==> src/design/msr_pkg.sv <==
// ----------------------------------------------------------------------------
// msr_pkg: shared types for the multi-stack set unit
// Item and result structs, status codes, opcodes and sequencer states.
// ----------------------------------------------------------------------------
`default_nettype none

package msr_pkg;

  // Opcodes
  localparam logic OP_PUSH   = 1'b0;
  localparam logic OP_REMOVE = 1'b1;

  // Result status codes
  typedef enum logic [2:0] {
    STAT_DONE    = 3'd0,
    STAT_FULL    = 3'd1,
    STAT_DUP     = 3'd2,
    STAT_EMPTY   = 3'd3,
    STAT_MISSING = 3'd4
  } msr_status_t;

  // Sequencer states
  typedef enum logic [1:0] {
    S_IDLE,
    S_SEARCH,
    S_SHIFT
  } msr_state_t;

  // Input item
  typedef struct packed {
    logic        opcode;
    logic [2:0]  stack_sel;
    logic [15:0] segment;
  } msr_in_t;

  // Result item
  typedef struct packed {
    logic [2:0] status;
    logic       found;
  } msr_out_t;

  // Result handed from the sequencer to the output register
  typedef struct packed {
    logic     vld;
    msr_out_t item;
  } msr_rsp_t;

endpackage

`default_nettype wire

==> src/design/msr_ram.sv <==
// ----------------------------------------------------------------------------
// msr_ram: entry storage
// Simple dual-port RAM, one write and one registered read per cycle.
// ----------------------------------------------------------------------------
`default_nettype none

module msr_ram #(
  parameter int Words = 128,
  parameter int AddrW = 7
) (
  input  wire logic             clk,
  input  wire logic             we,
  input  wire logic [AddrW-1:0] waddr,
  input  wire logic [15:0]      wdata,
  input  wire logic             re,
  input  wire logic [AddrW-1:0] raddr,
  output logic      [15:0]      rdata
);

  logic [15:0] mem [Words];

  // write port
  always_ff @(posedge clk) begin
    if (we) begin
      mem[waddr] <= wdata;
    end
  end

  // registered read port
  always_ff @(posedge clk) begin
    if (re) begin
      rdata <= mem[raddr];
    end
  end

endmodule

`default_nettype wire

==> src/design/msr_seq.sv <==
// ----------------------------------------------------------------------------
// msr_seq: operation sequencer
// Holds the fill counts, walks one stack through the RAM one entry per
// cycle with a single compare unit, and compacts the stack on a remove.
// ----------------------------------------------------------------------------
`default_nettype none

module msr_seq #(
  parameter int NUM_STACKS  = 8,
  parameter int STACK_DEPTH = 16,
  parameter int AddrW       = 7
) (
  input  wire logic              clk,
  input  wire logic              rst_n,
  input  wire logic              start,
  output logic                   busy,
  input  wire msr_pkg::msr_in_t  in_item,
  output logic                   ram_we,
  output logic      [AddrW-1:0]  ram_waddr,
  output logic      [15:0]       ram_wdata,
  output logic                   ram_re,
  output logic      [AddrW-1:0]  ram_raddr,
  input  wire logic [15:0]       ram_rdata,
  output msr_pkg::msr_rsp_t      rsp
);

  import msr_pkg::*;

  localparam int SW = (NUM_STACKS > 1) ? $clog2(NUM_STACKS) : 1;
  localparam int CW = $clog2(STACK_DEPTH + 1);
  localparam logic [CW-1:0] DepthC = CW'(STACK_DEPTH);
  localparam logic [CW-1:0] OneC   = CW'(1);

  msr_state_t          state_r, state_nxt;
  logic                op_r, op_nxt;
  logic [SW-1:0]       stk_r, stk_nxt;
  logic [15:0]         seg_r, seg_nxt;
  logic [AddrW-1:0]    base_r, base_nxt;
  logic [CW-1:0]       n_r, n_nxt;
  logic [CW-1:0]       rd_ptr_r, rd_ptr_nxt;
  logic                cmp_vld_r, cmp_vld_nxt;
  logic [CW-1:0]       cmp_ptr_r, cmp_ptr_nxt;
  logic [CW-1:0]       fill_r [NUM_STACKS];

  // fill count update
  logic                fill_we;
  logic [SW-1:0]       fill_idx;
  logic [CW-1:0]       fill_val;

  // decode of the incoming item
  logic [SW-1:0]       in_stk;
  logic                in_sel_ok;
  logic [CW-1:0]       in_n;
  logic [AddrW-1:0]    in_base;
  logic [CW-1:0]       n_last;
  logic                hit;

  assign in_stk    = SW'(in_item.stack_sel);
  assign in_sel_ok = (32'(in_item.stack_sel) < NUM_STACKS);
  assign in_n      = in_sel_ok ? fill_r[in_stk] : '0;
  assign in_base   = AddrW'(32'(in_stk) * STACK_DEPTH);
  assign n_last    = n_r - OneC;
  assign hit       = (ram_rdata == seg_r);

  // state and working registers
  always_ff @(posedge clk) begin
    if (!rst_n) begin
      state_r   <= S_IDLE;
      cmp_vld_r <= 1'b0;
    end else begin
      state_r   <= state_nxt;
      cmp_vld_r <= cmp_vld_nxt;
    end
  end

  always_ff @(posedge clk) begin
    op_r      <= op_nxt;
    stk_r     <= stk_nxt;
    seg_r     <= seg_nxt;
    base_r    <= base_nxt;
    n_r       <= n_nxt;
    rd_ptr_r  <= rd_ptr_nxt;
    cmp_ptr_r <= cmp_ptr_nxt;
  end

  // fill counts, cleared by reset
  always_ff @(posedge clk) begin
    if (!rst_n) begin
      for (int i = 0; i < NUM_STACKS; i++) begin
        fill_r[i] <= '0;
      end
    end else if (fill_we) begin
      fill_r[fill_idx] <= fill_val;
    end
  end

  // next state and outputs
  always_comb begin
    state_nxt   = state_r;
    op_nxt      = op_r;
    stk_nxt     = stk_r;
    seg_nxt     = seg_r;
    base_nxt    = base_r;
    n_nxt       = n_r;
    rd_ptr_nxt  = rd_ptr_r;
    cmp_vld_nxt = 1'b0;
    cmp_ptr_nxt = rd_ptr_r;
    busy        = (state_r != S_IDLE);
    ram_we      = 1'b0;
    ram_waddr   = base_r + AddrW'(n_r);
    ram_wdata   = seg_r;
    ram_re      = 1'b0;
    ram_raddr   = base_r + AddrW'(rd_ptr_r);
    fill_we     = 1'b0;
    fill_idx    = stk_r;
    fill_val    = n_r;
    rsp         = '0;

    case (state_r)
      S_IDLE: begin
        if (start) begin
          op_nxt     = in_item.opcode;
          stk_nxt    = in_stk;
          seg_nxt    = in_item.segment;
          base_nxt   = in_base;
          n_nxt      = in_n;
          rd_ptr_nxt = '0;
          if (!in_sel_ok) begin
            // nonexistent stack: ignored
            rsp.vld         = 1'b1;
            rsp.item.status = (in_item.opcode == OP_REMOVE) ? STAT_EMPTY : STAT_FULL;
          end else if (in_item.opcode == OP_PUSH && in_n == DepthC) begin
            rsp.vld         = 1'b1;
            rsp.item.status = STAT_FULL;
          end else if (in_item.opcode == OP_REMOVE && in_n == '0) begin
            rsp.vld         = 1'b1;
            rsp.item.status = STAT_EMPTY;
          end else if (in_item.opcode == OP_PUSH && in_n == '0) begin
            // empty stack: nothing to search
            ram_we          = 1'b1;
            ram_waddr       = in_base;
            ram_wdata       = in_item.segment;
            fill_we         = 1'b1;
            fill_idx        = in_stk;
            fill_val        = OneC;
            rsp.vld         = 1'b1;
            rsp.item.status = STAT_DONE;
          end else begin
            state_nxt = S_SEARCH;
          end
        end
      end

      S_SEARCH: begin
        // issue the next read
        if (rd_ptr_r < n_r) begin
          ram_re      = 1'b1;
          rd_ptr_nxt  = rd_ptr_r + OneC;
          cmp_vld_nxt = 1'b1;
        end
        // compare the entry read last cycle
        if (cmp_vld_r) begin
          if (hit) begin
            if (op_r == OP_PUSH) begin
              rsp.vld         = 1'b1;
              rsp.item.status = STAT_DUP;
              state_nxt       = S_IDLE;
            end else begin
              fill_we  = 1'b1;
              fill_val = n_last;
              if (cmp_ptr_r == n_last) begin
                // top entry: no compaction
                rsp.vld         = 1'b1;
                rsp.item.status = STAT_DONE;
                rsp.item.found  = 1'b1;
                state_nxt       = S_IDLE;
              end else begin
                ram_re      = 1'b0;
                rd_ptr_nxt  = cmp_ptr_r + OneC;
                cmp_vld_nxt = 1'b0;
                state_nxt   = S_SHIFT;
              end
            end
          end else if (cmp_ptr_r == n_last) begin
            // searched the whole stack without a match
            rsp.vld   = 1'b1;
            state_nxt = S_IDLE;
            if (op_r == OP_PUSH) begin
              ram_we          = 1'b1;
              fill_we         = 1'b1;
              fill_val        = n_r + OneC;
              rsp.item.status = STAT_DONE;
            end else begin
              rsp.item.status = STAT_MISSING;
            end
          end
        end
      end

      S_SHIFT: begin
        // read entry i+1, write it to i on the next cycle
        if (rd_ptr_r < n_r) begin
          ram_re      = 1'b1;
          rd_ptr_nxt  = rd_ptr_r + OneC;
          cmp_vld_nxt = 1'b1;
        end
        if (cmp_vld_r) begin
          ram_we    = 1'b1;
          ram_waddr = base_r + AddrW'(cmp_ptr_r - OneC);
          ram_wdata = ram_rdata;
          if (cmp_ptr_r == n_last) begin
            rsp.vld         = 1'b1;
            rsp.item.status = STAT_DONE;
            rsp.item.found  = 1'b1;
            state_nxt       = S_IDLE;
          end
        end
      end

      default: begin
        state_nxt = S_IDLE;
      end
    endcase
  end

endmodule

`default_nettype wire

==> src/design/multi_stack_set_with_remove_unit.sv <==
// The result strobes in the cycle after the accepting edge for a full, empty or
// unknown stack and for a push onto an empty stack; otherwise it strobes after the
// search has compared its n entries, and after the shift pass when a remove compacts.
// The next command is taken at the edge that ends the strobe; while a search or shift
// runs, busy holds off new commands; one entry per cycle through one read port.
// Synchronous active-low reset clears all fill counts at once; the receiver cannot stall.
// ----------------------------------------------------------------------------
// multi_stack_set_with_remove_unit: bank of bounded stacks with search
// Push with capacity and duplicate check, remove with in-order compaction.
// ----------------------------------------------------------------------------
`default_nettype none

module multi_stack_set_with_remove_unit #(
  parameter int NUM_STACKS  = 8,
  parameter int STACK_DEPTH = 16
) (
  input  wire logic             clk,
  input  wire logic             rst_n,
  input  wire logic             start,
  output logic                  busy,
  input  wire msr_pkg::msr_in_t in_item,
  output logic                  out_valid,
  output msr_pkg::msr_out_t     out_item
);

  import msr_pkg::*;

  localparam int Words = NUM_STACKS * STACK_DEPTH;
  localparam int AddrW = $clog2(Words);

  logic             ram_we;
  logic [AddrW-1:0] ram_waddr;
  logic [15:0]      ram_wdata;
  logic             ram_re;
  logic [AddrW-1:0] ram_raddr;
  logic [15:0]      ram_rdata;
  msr_rsp_t         rsp;

  logic             out_valid_r;
  msr_out_t         out_item_r;

  msr_seq #(
    .NUM_STACKS  (NUM_STACKS),
    .STACK_DEPTH (STACK_DEPTH),
    .AddrW       (AddrW)
  ) u_seq (
    .clk       (clk),
    .rst_n     (rst_n),
    .start     (start),
    .busy      (busy),
    .in_item   (in_item),
    .ram_we    (ram_we),
    .ram_waddr (ram_waddr),
    .ram_wdata (ram_wdata),
    .ram_re    (ram_re),
    .ram_raddr (ram_raddr),
    .ram_rdata (ram_rdata),
    .rsp       (rsp)
  );

  msr_ram #(
    .Words (Words),
    .AddrW (AddrW)
  ) u_ram (
    .clk   (clk),
    .we    (ram_we),
    .waddr (ram_waddr),
    .wdata (ram_wdata),
    .re    (ram_re),
    .raddr (ram_raddr),
    .rdata (ram_rdata)
  );

  // result register: one-cycle strobe per transfer
  always_ff @(posedge clk) begin
    if (!rst_n) begin
      out_valid_r <= 1'b0;
    end else begin
      out_valid_r <= rsp.vld;
    end
  end

  always_ff @(posedge clk) begin
    if (rsp.vld) begin
      out_item_r <= rsp.item;
    end
  end

  assign out_valid = out_valid_r;
  assign out_item  = out_item_r;

endmodule

`default_nettype wire
==> config.mk <==
export PLATFORM = sky130hd
export DESIGN_NAME = multi_stack_set_with_remove_unit
export DESIGN_NICKNAME = d
export VERILOG_FILES = /design/src/design/msr_pkg.sv /design/src/design/msr_ram.sv /design/src/design/msr_seq.sv /design/src/design/multi_stack_set_with_remove_unit.sv
export SDC_FILE = /design/constraint.sdc
export NUM_CORES = 2
export LEC_CHECK = 0
export BUFFER_PORTS_ARGS = -buffer_cell sky130_fd_sc_hd__buf_2
export CAP_MARGIN = 20
export CORE_ASPECT_RATIO = 0.9
export CORE_MARGIN = 2
export CORE_UTILIZATION = 52
export DETAILED_ROUTE_END_ITERATION = 16
export GPL_TIMING_DRIVEN = 1
export PLACE_DENSITY = 0.67
export SYNTH_ARGS = -nofsm -noshare
export SYNTH_HDL_FRONTEND = slang
export SYNTH_SLANG_ARGS = --single-unit
==> constraint.sdc <==
create_clock -name clk -period 18.8 [get_ports clk]
set_input_delay 4.7 -clock clk [delete_from_list [all_inputs] [get_ports clk]]
set_output_delay 4.7 -clock clk [all_outputs]
set_load 0.005 [all_outputs]
* Word level (Yosys, flattened, before mapping)
Memory sizes are Yosys's and may differ from the RTL's. A register that Yosys moved wholly into a read port is not among the register bits.
Index checks and enable logic that the tools add are counted.
** Storage, ports and cells
- Register bits after elaboration :: 43
- Bits in writable memories :: 2088
- Input bits :: 23
- Output and inout bits :: 6
- Memories :: 2
** Memory list
- u_ram.mem :: depth 128, width 16, rd ports 1, clocked after Yosys merged registers in 1, write ports 1, line msr_ram.sv:20 : logic [15:0] mem [Words];
- u_seq.fill_r :: depth 8, width 5, rd ports 1, clocked after Yosys merged registers in 0, write ports 8, line msr_seq.sv:43 : logic [CW-1:0] fill_r [NUM_STACKS];
** Operators by class
- Add/subtract/negate cells :: 8
- $lt $le $gt $ge :: 1
- Equality and inequality tests :: 11
- Mux-type cells :: 89
- Bitwise logic cells :: 1
- Reductions and logical operators :: 11
** Operators by type and width (count)
- 5-bit 2-to-1 mux :: 19
- 16-bit 2-to-1 mux :: 5
- 7-bit 2-to-1 mux :: 5
- 16-bit case mux with 2 select lines :: 1
- 4-bit 2-to-1 mux :: 7
- 1-bit 2-to-1 mux :: 26
- 3-bit 2-to-1 mux :: 7
- 2-bit 2-to-1 mux :: 10
- 16-bit equality test :: 1
- 5-bit by 1-bit adder with 5-bit output, second input constant :: 3
- 5-bit case mux with 3 select lines :: 1
- 7-bit by 5-bit adder with 7-bit output :: 2
- 7-bit case mux with 2 select lines :: 1
- 4-bit case mux with 3 select lines :: 1
- 5-bit case mux with 2 select lines :: 1
- 2-bit != test, second input constant :: 4
- 7-bit adder :: 1
- 1-bit case mux with 2 select lines :: 3
- 2-bit case mux with 3 select lines :: 1
- 6-bit AND reduction :: 1
- 5-bit by 1-bit subtractor with 6-bit output, second input constant :: 1
- 5-bit equality test :: 1
- 5-bit equality test, second input constant :: 1
- 5-bit logical NOT :: 1
- 13 further kinds :: 17

* Logic depth before layout (Yosys ltp)
An unclocked memory read counts as a cell.
- Depth after elaboration :: 13
- Depth in mapped cells :: 14

* By module
Synthesis repeated with hierarchy kept, for this count alone.
** Unflattened totals
- Cell total of the unflattened synthesis :: 3559
- Area, all modules :: 83746.6 um^2
** Modules (own cells, without submodules)
- msr_ram :: instances 1, cells an instance 3086, area each 78681.7 um^2
- msr_seq :: instances 1, cells an instance 467, area each 4918.5 um^2
- multi_stack_set_with_remove_unit :: instances 1, cells an instance 6, area each 146.4 um^2

* Least setup slack after synthesis
No wires, ideal clock.
- Path kind :: input port to flip-flop
- Start :: in in_item[16] in the netlist's numbering
- End :: mem u_ram.mem[0][10], data pin
- Setup time :: 0.921 ns
- Data arrival time :: 10.404 ns
- Required time :: 17.879 ns
- Path slack :: 7.475 ns
- Stages on the path :: 10
- Path buffers :: 4
- Cell sequence :: buf_6 buf_6 mux4_2 mux2_2 or4_1 buf_2 nor2_4 buf_2 mux2i_1 o221ai_1
** Between the ends
- Word-level cells in the longest chain between the ends :: 8
** Ends and longest elaborated chain
- start: declaration :: line multi_stack_set_with_remove_unit.sv:21 : input wire msr_pkg::msr_in_t in_item,
- memory read 8 x 5 bit *
- via u_seq.in_n[3] :: line msr_seq.sv:53 : logic [CW-1:0] in_n;
- 5-bit logical NOT :: line msr_seq.sv:135, msr_seq.sv:138
- 1-bit logical AND :: line msr_seq.sv:138 : end else if (in_item.opcode == OP_PUSH && in_n == '0) begin
- 16-bit 2-to-1 mux :: line msr_seq.sv:138
- 16-bit 2-to-1 mux :: line msr_seq.sv:135 : end else if (in_item.opcode == OP_REMOVE && in_n == '0) begin
- 16-bit 2-to-1 mux * :: line msr_seq.sv:132 : end else if (in_item.opcode == OP_PUSH && in_n == DepthC) begin
- 16-bit 2-to-1 mux * :: line msr_seq.sv:121 : if (start) begin
- 16-bit case mux with 2 select lines * :: line msr_seq.sv:119 : case (state_r)
- via ram_wdata[10] :: line multi_stack_set_with_remove_unit.sv:33 : logic [15:0] ram_wdata;
- end: declaration :: line msr_ram.sv:20
The timed path passes the listed nets; every way through them passes the cells marked *.

* Worst setup path in the final report
- Start :: in in_item[16] in the netlist's numbering
- End :: mem u_ram.mem[94][5], data pin
The elaborated chain is that of the path after synthesis.

==> run_results.csv <==
group,metric,value,unit
clocking,post_cts.repair.setup_buffers,0,
yosys,ys_seq_elements,2147,
clocking,numClockSinks,2147,
yosys,ys.flop_type,"edfxtp_1",
timing,maxSlewViolCount,0,
routing,viasPerCell,6.45,
pwr,power.switching,3.01,mW
finish,syn_to_final_growth,12.3,%
timing,setup-tns-final,0,ns
clocking,clock_path_buffers,3,
yosys,synth_seq_area_share,76.4,%
critical_path,worstPathCellList,"buf_2 -> mux4_2 -> mux2_2 -> or4_1 -> nor2_4 -> mux2i_1 -> o221ai_4 -> buf_4 -> buf_4",
critical_path,required,19.32,ns
critical_path,slowest_delay,0.84,ns
yosys,ys_types,75,
pwr,p_seq_share,49.1,%
run_status,status,"complete, no violations",
floorplanning,die_w,428,um
yosys,yosys-top-cells-area,"edfxtp_1, mux4_2, nor2_1",
clocking,cts_tree,"built",
grt,grt.overflow.total,0,
pwr,ir_drop,79.9,uV
routing,wl_per_cell,32.6,um
worst_hold_path,min_from,"u_seq.state_r[0]",
timing,worstMarginPinSlew,1.17,ns
grt,antenna_found_initial,14,
floorplanning,num_io_pins,29,
timing,fin_skew,0.0257,ns
critical_path,r2r_cells,8,
routing,drcViolationCount,0,
yosys,yosys.area.top_type,"edfxtp_1",
worst_hold_path,hold_class,"reg2reg",
routing,num_vias,40000,
critical_path,arrival,9.90,ns
grt,grt_use_total,24.7,%
clocking,cts_hold_buffers,0,
pwr,combPwrFrac,16.3,%
floorplanning,dieArea,165000,sq um
place,dp_hpwl,121000,um
critical_path,slowest_stage,"o221ai_4",
yosys,synth_enable_flop_cells,2138,
clocking,clkLatencyLatePin,0.83,ns
floorplanning,die_h,386,um
place,placed_cells,5825,
timing,post-route-period-util,49.9,%
pwr,power_density,122,nW/um^2
yosys,yosysMostFrequentCell,"edfxtp_1",
place,place_congestion,0.902,
routing,routed_wl,202000,um
clocking,clockRootBuffer,"clkbuf_16",
routing,dr.pass1.iters,6,
critical_path,critPathMostFrequentCell,"buf_4",
yosys,syn-num-nets,3727,
clocking,cts_made_buffers,204,
yosys,synth_common_cells,"edfxtp_1, mux4_2, nor2_1",
worst_hold_path,hold_depth,2,
clocking,path_clk_slew,0.06,ns
job,drv_cap,0,
pwr,power_frac_clock,34.6,%
yosys,synth_cells,3684,
yosys,syn_area,84300,sq um
floorplanning,start_util,52.2,%
pwr,netSwitchingFraction,26.1,%
critical_path,r2r_start,"u_seq.cmp_ptr_nxt[0]",
floorplanning,num_rows,140,
finish,final-instance-count-excl-fill,6208,
critical_path,worstSetupStartpointType,"input port",
grt,grt_pass1_vias,39100,
yosys,synth_top_area_share,76.2,%
routing,drtAntennaViolNets,0,
timing,rsz0062_at_grt,"false",
place,port_buffers,28,
yosys,synthArstFlopShare,0,%
pwr,p_leak,29.0,nW
timing,setup-violations-final,0,
grt,grt_pass1_wl,288000,um
critical_path,critical_path_class,"in2reg",
clocking,h-tree-depth,4,
finish,drive_gt1_share,30.0,%
timing,max_freq,0.107,GHz
critical_path,crit_path_start,"in_item[16]",
pwr,cellInternalPower,8.51,mW
clocking,cts-resized-gates,0,
yosys,syn_area_per_cell,22.9,sq um
critical_path,worst-path-max-fanout,60,
timing,maxSlewHeadroom,22.2,%
grt,grt_max_degree,102,
routing,drt-initial-drc-count,5598,
timing,finalHoldViolCount,0,
floorplanning,coreArea,161000,sq um
timing,min_period,9.38,ns
yosys,yosysWarnings,0,
finish,fin_nets,3950,
critical_path,end_kind,"flop",
-- through the flow --
stage          setup slack, ns  area [sq um]  util (%)  hold slack (ns)  total power, mW
2_1_floorplan             7.48         84300         -            0.375             6.91
3_3_place_gp              8.73         88000      54.6            0.524             7.59
3_5_place_dp              8.57         88000      54.6            0.528             7.62
4_1_cts                   9.45         94500      58.6            0.537             11.6
5_1_grt                   9.21         94600      58.7            0.567             11.9
6_report                  9.42         94600      58.7            0.538             11.5
-- routing by layer --
layer / vias up / part of all wire, % / GRT usage (%)
met5: - / 0 / 0
met2: 2032 / 46 / 36.7
li1: 16200 / - / -
met1: 21500 / 42 / 37.0
met4: 0 / 2.8 / 7.06
met3: 280 / 9.9 / 5.84
-- area by class of cell --
class	count	area, sq um
fill	11200	66700
sequential	2147	64400
multi-input combinational	1318	19400
clock buffer	259	5420
tap	2130	2670
timing repair buffer	212	1630
clock inverter	115	1020
inverter	24	92.6
antenna	3	7.51
-- power groups by stage --
stage,sequential [mW],combinational [mW],clock (mW)
after CTS,5.66,1.87,4.05
final,5.66,1.87,3.99
after global placement,5.76,1.83,0
after detailed placement,5.76,1.86,0
after floorplan,5.85,1.07,0
after global routing,5.65,1.97,4.23
-- registers in the layout (all words and copies together) (netlist names), 4 cells and up --
name	count
u_ram.rdata	16
out_item	4
u_seq.fill_r	40
u_ram.mem	2048
u_seq.seg_r	16
u_seq.cmp_ptr_r	5
u_seq.cmp_ptr_nxt	5
u_seq.n_r	5
-- path summary, 6_finish.rpt --
check                          end  slack, ns
setup reg to reg   u_ram.rdata[12]      13.03
setup / recovery  u_ram.mem[94][5]       9.42
hold reg to reg   u_seq.state_r[0]       0.54
hold / removal    u_seq.state_r[0]       0.54
-- worst max-delay path, delay by kind of cell --
family / cells / cell delay, ns
buffers and inverters: 3 / 1.62
AO/OA/AOI/OAI: 1 / 0.84
multiplexers: 3 / 1.14
AND/OR/NAND/NOR: 2 / 1.43
-- logic make-up (layout without fill, tap and decap cells) --
family | Yosys count | after routing | synth area share [%]
AOI/OAI and AO/OA | 167 | 167 | 1.47
and+or+nand+nor | 363 | 363 | 1.94
adders and majority gates | 20 | 20 | 0.306
DFF | 2147 | 2147 | 76.4
xor gates and xnor gates | 35 | 35 | 0.364
buffers and inverters | 219 | 610 | 1.00
muxes | 733 | 733 | 18.5
other | 0 | 3 | 0
-- cells in the final DEF, fill, tap and decap left out, drive strengths merged, types with 10 or more instances in the layout --
master,synthesis,routed
o221ai,15,15
a21oi,24,24
nor2,193,193
xnor2,27,27
mux2i,64,64
nand3,16,16
buf,77,212
mux2,10,10
bufinv,0,15
clkbuf,118,259
o21ai,22,22
a22oi,13,13
clkinv,2,94
inv,22,28
nor3,11,11
edfxtp,2138,2138
o211ai,11,11
ha,19,19
mux4,659,659
nand4,14,14
nand2,75,75
o21a,11,11
No activity file was read; power rests on OpenSTA's default activity.
